[src/fbpa_pkg.sv]
// ----------------------------------------------------------------------------
// fbpa_pkg
// Shared types, widths and constants of the fixed block pool allocator.
// ----------------------------------------------------------------------------
`default_nettype none

package fbpa_pkg;

  localparam int DATA_W     = 13;
  localparam int PAGE_W     = 13;
  localparam int ALIGN_W    = 4;
  localparam int BS_W       = 13;
  localparam int BPP_W      = 10;
  localparam int ADDR_W     = 16;
  localparam int PAGES_W    = 5;
  localparam int COUNT_W    = 14;
  localparam int OP_W       = 2;
  localparam int STATUS_W   = 2;
  localparam int CFG_IDX_W  = 2;
  localparam int CFG_DATA_W = 13;

  localparam int DEF_MAX_PAGES  = 16;
  localparam int DEF_FREE_DEPTH = 8192;

  localparam int LINK_BYTES        = 8;
  localparam int PAGE_HEADER_BYTES = 8;

  localparam int MAX_DATA_SIZE  = 4096;
  localparam int MAX_PAGE_BYTES = 4096;
  localparam int MAX_ALIGN      = 12;

  localparam int RST_DATA_SIZE  = 8;
  localparam int RST_PAGE_BYTES = 4096;
  localparam int RST_ALIGN      = 3;

  localparam int RST_MIN_SIZE   = (RST_DATA_SIZE > LINK_BYTES) ? RST_DATA_SIZE : LINK_BYTES;
  localparam int RST_BLOCK_SIZE = ((RST_MIN_SIZE + (1 << RST_ALIGN) - 1) >> RST_ALIGN)
                                  << RST_ALIGN;
  localparam int RST_BPP        = (RST_PAGE_BYTES - PAGE_HEADER_BYTES) / RST_BLOCK_SIZE;

  typedef enum logic [OP_W-1:0] {
    OP_ALLOC    = 2'd0,
    OP_FREE     = 2'd1,
    OP_FREE_ALL = 2'd2
  } op_t;

  typedef enum logic [STATUS_W-1:0] {
    STAT_OK         = 2'd0,
    STAT_EXHAUSTED  = 2'd1,
    STAT_NO_FIT     = 2'd2,
    STAT_STACK_FULL = 2'd3
  } status_t;

  typedef enum logic [CFG_IDX_W-1:0] {
    CFG_DATA_SIZE  = 2'd0,
    CFG_PAGE_BYTES = 2'd1,
    CFG_ALIGN_LOG2 = 2'd2
  } cfg_reg_t;

  typedef enum logic {
    ST_IDLE = 1'b0,
    ST_EXEC = 1'b1
  } fsm_t;

  typedef struct packed {
    logic              busy;
    logic [BS_W-1:0]   block_size;
    logic [PAGE_W-1:0] page_bytes;
    logic [BPP_W-1:0]  blocks_per_page;
  } sizes_t;

  function automatic logic is_cfg_reg(input logic [CFG_IDX_W-1:0] idx);
    logic hit;
    hit = (idx == CFG_DATA_SIZE) || (idx == CFG_PAGE_BYTES) || (idx == CFG_ALIGN_LOG2);
    return hit;
  endfunction

endpackage

`default_nettype wire

[src/fbpa_sizer.sv]
// ----------------------------------------------------------------------------
// fbpa_sizer
// Configuration registers and block sizing. After a register write the block
// size is formed and the usable page bytes are divided by it, one quotient
// bit per cycle.
// ----------------------------------------------------------------------------
`default_nettype none

module fbpa_sizer (
  input  wire logic                             clk,
  input  wire logic                             rst_n,
  input  wire logic                             cfg_we,
  input  wire logic [fbpa_pkg::CFG_IDX_W-1:0]   cfg_index,
  input  wire logic [fbpa_pkg::CFG_DATA_W-1:0]  cfg_data,
  output fbpa_pkg::sizes_t                      sizes
);

  import fbpa_pkg::*;

  localparam int DIV_W = 12;
  localparam int CNT_W = $clog2(DIV_W);

  logic [DATA_W-1:0]  data_size_r, data_size_nxt;
  logic [PAGE_W-1:0]  page_bytes_r, page_bytes_nxt;
  logic [ALIGN_W-1:0] align_r, align_nxt;
  logic               start_r, start_nxt;
  logic               run_r, run_nxt;
  logic [CNT_W-1:0]   cnt_r, cnt_nxt;
  logic [BS_W-1:0]    bs_r, bs_nxt;
  logic [PAGE_W-1:0]  psat_r, psat_nxt;
  logic [BPP_W-1:0]   bpp_r, bpp_nxt;
  logic [DIV_W-1:0]   rem_r, rem_nxt;
  logic [DIV_W-1:0]   q_r, q_nxt;

  logic [DATA_W-1:0]  ds_sat;
  logic [PAGE_W-1:0]  ps_sat;
  logic [ALIGN_W-1:0] al_sat;
  logic [BS_W-1:0]    min_size;
  logic [BS_W-1:0]    mask;
  logic [BS_W-1:0]    bs_calc;
  logic [DIV_W:0]     shifted;
  logic [DIV_W:0]     diff;
  logic               fits;
  logic [DIV_W-1:0]   q_step;

  always_comb begin
    if (data_size_r == '0) begin
      ds_sat = DATA_W'(1);
    end else if (data_size_r > DATA_W'(MAX_DATA_SIZE)) begin
      ds_sat = DATA_W'(MAX_DATA_SIZE);
    end else begin
      ds_sat = data_size_r;
    end
    ps_sat   = (page_bytes_r > PAGE_W'(MAX_PAGE_BYTES)) ? PAGE_W'(MAX_PAGE_BYTES)
                                                          : page_bytes_r;
    al_sat   = (align_r > ALIGN_W'(MAX_ALIGN)) ? ALIGN_W'(MAX_ALIGN) : align_r;
    min_size = (ds_sat > DATA_W'(LINK_BYTES)) ? BS_W'(ds_sat) : BS_W'(LINK_BYTES);
    mask     = (BS_W'(1) << al_sat) - BS_W'(1);
    bs_calc  = (min_size + mask) & ~mask;

    shifted = {rem_r, q_r[DIV_W-1]};
    fits    = (shifted >= (DIV_W+1)'(bs_r));
    diff    = shifted - (DIV_W+1)'(bs_r);
    q_step  = {q_r[DIV_W-2:0], fits};
  end

  always_comb begin
    data_size_nxt  = data_size_r;
    page_bytes_nxt = page_bytes_r;
    align_nxt      = align_r;
    start_nxt      = start_r;
    run_nxt        = run_r;
    cnt_nxt        = cnt_r;
    bs_nxt         = bs_r;
    psat_nxt       = psat_r;
    bpp_nxt        = bpp_r;
    rem_nxt        = rem_r;
    q_nxt          = q_r;
    if (cfg_we && is_cfg_reg(cfg_index)) begin
      unique case (cfg_reg_t'(cfg_index))
        CFG_DATA_SIZE:  data_size_nxt  = cfg_data[DATA_W-1:0];
        CFG_PAGE_BYTES: page_bytes_nxt = cfg_data[PAGE_W-1:0];
        CFG_ALIGN_LOG2: align_nxt      = cfg_data[ALIGN_W-1:0];
        default:        data_size_nxt  = data_size_r;
      endcase
      start_nxt = 1'b1;
      run_nxt   = 1'b0;
    end else if (start_r) begin
      start_nxt = 1'b0;
      bs_nxt    = bs_calc;
      psat_nxt  = ps_sat;
      if (ps_sat > PAGE_W'(PAGE_HEADER_BYTES)) begin
        rem_nxt = '0;
        q_nxt   = DIV_W'(ps_sat - PAGE_W'(PAGE_HEADER_BYTES));
        cnt_nxt = '0;
        run_nxt = 1'b1;
      end else begin
        bpp_nxt = '0;
      end
    end else if (run_r) begin
      rem_nxt = fits ? diff[DIV_W-1:0] : shifted[DIV_W-1:0];
      q_nxt   = q_step;
      cnt_nxt = cnt_r + CNT_W'(1);
      if (cnt_r == CNT_W'(DIV_W - 1)) begin
        run_nxt = 1'b0;
        bpp_nxt = q_step[BPP_W-1:0];
      end
    end
  end

  always_ff @(posedge clk) begin
    if (!rst_n) begin
      data_size_r  <= DATA_W'(RST_DATA_SIZE);
      page_bytes_r <= PAGE_W'(RST_PAGE_BYTES);
      align_r      <= ALIGN_W'(RST_ALIGN);
      start_r      <= 1'b0;
      run_r        <= 1'b0;
      cnt_r        <= '0;
      bs_r         <= BS_W'(RST_BLOCK_SIZE);
      psat_r       <= PAGE_W'(RST_PAGE_BYTES);
      bpp_r        <= BPP_W'(RST_BPP);
    end else begin
      data_size_r  <= data_size_nxt;
      page_bytes_r <= page_bytes_nxt;
      align_r      <= align_nxt;
      start_r      <= start_nxt;
      run_r        <= run_nxt;
      cnt_r        <= cnt_nxt;
      bs_r         <= bs_nxt;
      psat_r       <= psat_nxt;
      bpp_r        <= bpp_nxt;
    end
  end

  always_ff @(posedge clk) begin
    rem_r <= rem_nxt;
    q_r   <= q_nxt;
  end

  assign sizes.busy            = start_r | run_r;
  assign sizes.block_size      = bs_r;
  assign sizes.page_bytes      = psat_r;
  assign sizes.blocks_per_page = bpp_r;

endmodule

`default_nettype wire

[config.mk]
export PLATFORM = sky130hd
export DESIGN_NAME = fbpa_sizer
export DESIGN_NICKNAME = d
export VERILOG_FILES = /design/src/fbpa_pkg.sv /design/src/fbpa_sizer.sv
export SDC_FILE = /design/constraint.sdc
export NUM_CORES = 1
export LEC_CHECK = 0
export BUFFER_PORTS_ARGS = -buffer_cell sky130_fd_sc_hd__buf_2
export CORE_MARGIN = 4
export CORE_UTILIZATION = 30
export CTS_CLUSTER_SIZE = 16
export DETAILED_ROUTE_END_ITERATION = 10
export PLACE_DENSITY = 0.44
export SLEW_MARGIN = 15
export SYNTH_ARGS = -nofsm -noshare
export SYNTH_HDL_FRONTEND = slang
export SYNTH_SLANG_ARGS = --single-unit
[constraint.sdc]
create_clock -name clk -period 3.9 [get_ports clk]
set_input_delay 0.585 -clock clk [delete_from_list [all_inputs] [get_ports clk]]
set_output_delay 0.585 -clock clk [all_outputs]
set_load 0.02 [all_outputs]
==> flow_summary_export.csv, run 1 <==
group,metric,value,unit
run_status,status,"finished, final reports clean",
pwr,p_per_area,381,nW/um^2
yosys,synth.avg_cell_area,8.35,um^2
die,initial_core_util,31.0,%
layout,multi_input_area,2990,um^2
yosys,synth_cells,650,
cts,clockBufferDepth,2,
pwr,ir_worst_vdd,0.000171,V
setup_path,crit_type,"reg2reg",
setup_path,path_max_fanout,17,
yosys,yosys_most_used_dff,"dfxtp_1",
drt,drt.antenna.violating_nets,0,
sta,finalHoldViolCount,0,
min_path,whs_path_depth,2,
cts,cts_max_level,3,
drt,drc,0,
drt,wl_met2,6.91,mm
drt,top_layer_used,"met4",
sta,worstMarginPinSlew,0.995,ns
min_path,holdPathEnd,"psat_r[10]",
cts,post_cts_resized,0,
pwr,p_leak,2.45,nW
layout,utilization,35.4,%
yosys,synth-async-reset-ratio,0,%
cts,clk_latency,0.36,ns
cts,post_cts_buffers,0,
setup_path,worstReg2RegEnd,"bs_r[9]",
sta,setup_tns,0,ns
sta,period_share,89.6,%
cts,clock-root-buffer,"clkbuf_16",
die,pin_count,55,
drt,viasPerCell,5.08,
global_route,grt_use_total,15.4,%
sta,drv_slew,0,
sta,setup_violations,0,
drt,drt-initial-drc-count,291,
layout,regArea,2160,um^2
yosys,synth_seq_area_share,39.8,%
sta,clock-skew-final,0.00972,ns
cts,cts_tree,"built",
die,die_w,143,um
yosys,synth_edf_count,24,
layout,antenna_cells,0,
die,fp.dieH,143,um
yosys,synth-warning-count,0,
drt,met1Wirelength,7.42,mm
drt,wl_per_cell,16.5,um
setup_path,path_cells,"nor4_4, inv_1, ha_1, nor3_1, nor2_1, o21ai_0, ha_1, a21oi_1, nand2_1, a2111oi_4, nor3_2, or4_1, o221ai_1",
place,place_hpwl,11.5,mm
min_path,hold_path.class,"reg2reg",
global_route,grt_max_degree,43,
sta,min_period,3.49,ns
yosys,synth_top_area_share,26.6,%
setup_path,crit_path_end_kind,"flop",
yosys,synth_cell_types,69,
yosys,syn_nets,697,
die,row_count,48,
cts,numCtsBuffers,9,
setup_path,arrival,3.78,ns
setup_path,reg2reg_from,"align_r[3]",
setup_path,required,4.18,ns
yosys,synth_top_cell_by_area,"dfxtp_1",
layout,fill_cells,1873,
min_path,min_from,"psat_r[10]",
setup_path,regToRegSetupSlack,0.41,ns
place,port_buffers,54,
drt,met3_length,598,um
global_route,antenna_found_initial,0,
setup_path,path_common_cell,"ha_1",
global_route,grt_pass1_wl,24.5,mm
cts,clock_sinks,96,
sta,relSlewSlack,33.6,%
sta,rsz0062_at_grt,"no",
setup_path,path_buf_inv,1,
setup_path,startpoint,"align_r[3]",
layout,fin_nets,737,
layout,drive_gt1_share,13.5,%
setup_path,cp_slowest_stage_delay,0.48,ns
yosys,synth-seq-cells,96,
drt,vias,4675,
setup_path,startpoint_type,"flop",
drt,first_pass_iters,5,
setup_path,r2r_cells,13,
die,dieArea,20300,um^2
sta,fmaxAchievable,286,MHz
cts,holdBufCountCts,0,
die,coreArea,17500,um^2
yosys,netlist_area,5430,um^2
place,place.gp.congestion,0.835,
setup_path,crit_family,"simple AND/OR/NAND/NOR gates",
drt,drt_wl_total,15.2,mm
layout,synthToLayoutAreaGrowth,14.4,%
global_route,grt_pass1_vias,4570,
flow_run,cap_violations,0,
setup_path,cp_slowest_cell,"or4_1",
yosys,synth.area.top_cells,"dfxtp_1, edfxtp_1, nand2_1",
global_route,gr-total-overflow,0,
cts,path_clk_slew,0.07,ns
worst max path at each step:
| stage | end | slack, ns | depth (start not counted) |
|---|---|---|---|
| after floorplan | bs_r[9] | 0.78 | 13 |
| after global placement | bs_r[9] | 0.52 | 13 |
| after detailed placement | bs_r[9] | 0.44 | 13 |
| after CTS | bs_r[9] | 0.42 | 13 |
| after global routing | bs_r[12] | 0.02 | 13 |
| final | bs_r[9] | 0.41 | 13 |
kinds of logic (layout without fill, tap and decap cells):
group | Yosys count | in the layout | share of synthesized area [%]
buf+inv | 69 | 114 | 5.05
simple gates | 265 | 265 | 24.2
flops | 96 | 96 | 39.8
compound gates | 164 | 164 | 19.5
xor+xnor | 20 | 20 | 3.23
mux | 7 | 7 | 1.29
fa+ha+maj | 29 | 29 | 6.96
registers in the layout, summed over array words and instances (netlist names), 4 cells and up:
name,flops
page_bytes_r,13
psat_r,13
q_r,12
align_r,4
bpp_r,10
bs_r,13
rem_r,12
cnt_r,4
data_size_r,13
worst reg2reg max path, delay by kind of cell, from the launching register on:
kind	cells	cell delay [ns]
buffers and inverters	1	0.10
adders and majority gates	2	0.59
and+or+nand+nor	6	1.32
AOI/OAI and AO/OA	4	0.94
DFF	1	0.47
through the flow:
step | setup slack (ns) | hold slack [ns] | cells | total power [W] | cell area, um^2
CTS | 0.422 | 0.457 | 920 | 0.00239 | 6210
global placement | 0.515 | 0.439 | 904 | 0.00147 | 5900
detailed placement | 0.438 | 0.441 | 904 | 0.00147 | 5900
global route | 0.0153 | 0.478 | 920 | 0.00249 | 6210
floorplan | 0.780 | 0.445 | 650 | 0.00137 | 5430
finish | 0.406 | 0.456 | 920 | 0.00237 | 6210
cells in the mapped netlist (10+ instances only):
cell type	n
nand2_1	115
a21oi_1	73
dfxtp_1	72
nor2_1	44
inv_1	35
ha_1	27
clkbuf_1	26
edfxtp_1	24
o21ai_0	21
nor3_1	16
nand3_1	14
nand3b_1	12
xnor2_1	10
xor2_1	10
cells in the final DEF (no fill, tap or decap), types with 5 or more instances in the layout:
master and count:
o21bai_1 5, xnor2_1 10, dfxtp_1 72, nand4_1 6, nor2b_1 7, nand2b_1 9
buf_2 54, o21a_1 5, edfxtp_1 24, or3_1 5, o311ai_1 8, nand2_1 115
a21oi_1 73, ha_1 27, nor2_1 44, a211oi_1 7, and2_1 7, clkbuf_16 11
nor3_1 16, buf_4 8, o21ai_1 5, mux2i_1 7, nand3b_1 12, inv_1 35
xor2_1 10, nand3_1 14, o21ai_0 21
final cells by class:
cell class	count	share of cell area [%]
clock inverter	4	0.504
inverter	36	2.18
multi-input combinational	485	48.2
sequential	96	34.8
clock buffer	12	4.49
timing repair buffer	62	5.32
tap	225	4.53
per-layer routing:
layer  GRT usage, %  vias to the layer above
li1               -                     2382
met1           20.8                     2187
met2           24.3                       87
met3           3.60                       19
met4           4.75                        0
met5              0                        -
where the power goes:
part           total, W  leakage (nW)  switching [W]  internal (W)
Sequential      0.00109         0.806      0.0000308       0.00106
Combinational  0.000353          1.49       0.000217      0.000136
Clock          0.000923         0.153       0.000409      0.000514
No activity file was read; power rests on OpenSTA's default activity.
==> run 2, diff against run 1 <==
--- a/config.mk
+++ b/config.mk
@@ -6,11 +6,13 @@
 export NUM_CORES = 1
 export LEC_CHECK = 0
 export BUFFER_PORTS_ARGS = -buffer_cell sky130_fd_sc_hd__buf_2
-export CORE_MARGIN = 4
+export CELL_PAD_IN_SITES_DETAIL_PLACEMENT = 1
+export CELL_PAD_IN_SITES_GLOBAL_PLACEMENT = 2
+export CORE_MARGIN = 1.5
 export CORE_UTILIZATION = 30
 export CTS_CLUSTER_SIZE = 16
 export DETAILED_ROUTE_END_ITERATION = 10
-export PLACE_DENSITY = 0.44
+export PLACE_DENSITY = 0.67
 export SLEW_MARGIN = 15
 export SYNTH_ARGS = -nofsm -noshare
 export SYNTH_HDL_FRONTEND = slang
==> run 2 against run 1 <==
Fmax down 1.5%; routed wire length is 7.0% higher; die area shrank 6.9%; critical path depth did not move; power decreased by 2.2%; sequential power hardly changed; combinational power is 3% higher; via count is 3.0% higher; critical endpoint unchanged.
==> flow_summary_export.csv, run 2 (synthesis results as in run 1) <==
group,metric,value,unit
cts,path_clk_slew,0.08,ns
sta,rsz0062_at_grt,"no",
layout,synthToLayoutAreaGrowth,14.4,%
cts,post_cts_buffers,0,
layout,final_common_cell,"nand2_1",
drt,wl_per_cell,17.5,um
global_route,grt_pass1_vias,4907,
min_path,hold_path.class,"reg2reg",
global_route,antenna_found_initial,0,
cts,cts_max_level,3,
layout,antenna_cells,0,
cts,numCtsBuffers,9,
die,fp.dieH,138,um
die,dieArea,18900,um^2
layout,fin_nets,740,
drt,drt_wl_total,16.3,mm
drt,drt.antenna.violating_nets,0,
cts,clockBufferDepth,2,
flow_run,cap_violations,0,
global_route,grt_pass1_wl,26.1,mm
sta,setup_tns,0,ns
drt,vias,4813,
layout,layout_common_cells,"nand2_1, a21oi_1, dfxtp_1",
cts,clock-root-buffer,"clkbuf_16",
die,coreArea,17800,um^2
global_route,grt_use_total,18.1,%
sta,worstMarginPinSlew,1.10,ns
pwr,p_per_area,373,nW/um^2
cts,holdBufCountCts,0,
pwr,ir_worst_vdd,0.000193,V
setup_path,crit_family,"simple AND/OR/NAND/NOR gates",
layout,drive_gt1_share,13.9,%
pwr,p_leak,2.45,nW
global_route,grt_max_degree,48,
pwr,total_power,0.00232,W
setup_path,required,4.16,ns
sta,finalHoldViolCount,0,
cts,cts_tree,"built",
sta,drv_slew,0,
run_status,status,"finished, final reports clean",
sta,relSlewSlack,26.7,%
die,die_w,138,um
pwr,switchingPower,0.000676,W
setup_path,startpoint_type,"flop",
setup_path,crit_type,"reg2reg",
setup_path,cp_slowest_cell,"dfxtp_1",
place,place.gp.congestion,0.838,
drt,first_pass_iters,4,
pwr,p_seq_share,47.2,%
pwr,combPwrFrac,15.8,%
global_route,gr-total-overflow,0,
drt,drt-initial-drc-count,208,
setup_path,path_cells,"nor2_1, nand3b_1, ha_1, and2_1, nor2_1, o21ai_0, ha_1, a21oi_1, nand2_1, o31ai_1, nor3_2, or4_1, o221ai_1",
setup_path,path_max_fanout,12,
drt,viasPerCell,5.19,
pwr,switching_share,29.2,%
drt,drc,0,
pwr,p_int,0.00164,W
sta,min_period,3.55,ns
setup_path,cp_slowest_stage_delay,0.59,ns
setup_path,arrival,3.81,ns
die,row_count,49,
die,initial_core_util,30.4,%
pwr,power.share.clock,37.1,%
place,port_buffers,54,
sta,setup_violations,0,
setup_path,path_buf_inv,0,
cts,clock_sinks,96,
cts,post_cts_resized,0,
die,pin_count,55,
sta,period_share,91.0,%
setup_path,crit_path_end_kind,"flop",
layout,fill_cells,2152,
cts,clk_latency,0.35,ns
sta,clock-skew-final,0.0106,ns
place,place_hpwl,12.4,mm
sta,fmaxAchievable,282,MHz
==> run 2: cell types whose count changed in the layout (fill, tap and decap cells not counted), sizes merged <==
cell,previous run,this run
inv,36,38
clkinvlp,0,1
buf,62,65
clkbuf,12,9
==> run 2: per-stage QoR <==
stage / std cells / hold slack (ns) / setup slack [ns] / util [%] / instance area, um^2
5_1_grt: 927 / 0.487 / 0.0280 / 34.8 / 6210
3_3_place_gp: 911 / 0.438 / 0.530 / 33.2 / 5930
6_report: 927 / 0.455 / 0.352 / 34.8 / 6210
4_1_cts: 927 / 0.463 / 0.354 / 34.8 / 6210
2_1_floorplan: 650 / 0.445 / 0.780 / - / 5430
3_5_place_dp: 911 / 0.447 / 0.396 / 33.2 / 5930
==> run 2: path summary, 6_finish.rpt <==
check,startpoint,to,slack (ns),cells past startpoint
worst min register to register,psat_r[1],psat_r[1],0.45,2
worst min-delay path,psat_r[1],psat_r[1],0.45,2
worst max-delay path,align_r[2],bs_r[9],0.35,13
worst max register to register,align_r[2],bs_r[9],0.35,13
==> run 2: cell type report <==
class	instances	area (um^2)	share of cell area, %
timing repair buffer	65	353	5.68
inverter	36	135	2.18
sequential	96	2160	34.8
clock buffer	9	225	3.63
multi-input combinational	485	2990	48.2
clock inverter	7	53.8	0.867
tap	229	287	4.62
==> run 2: power by group through the flow <==
stage,clock network [W],registers (W),logic [W]
after global placement,0,0.00111,0.000360
after floorplan,0,0.00111,0.000265
final,0.000858,0.00109,0.000365
after detailed placement,0,0.00112,0.000368
after global routing,0.000925,0.00110,0.000411
after CTS,0.000890,0.00109,0.000370
==> run 2: per-layer routing <==
layer | track usage (%) | vias to the layer above | share of wire [%]
li1 | - | 2376 | -
met1 | 23.8 | 2356 | 48
met2 | 30.2 | 65 | 48
met3 | 2.17 | 16 | 2.2
met4 | 6.78 | 0 | 1.9
met5 | 0 | - | 0
==> run 2: worst min-delay path, cell delays in order, from the launching register on <==
cell and delay, ns:
dfxtp_1 0.31, nand2_1 0.05, a21oi_1 0.05
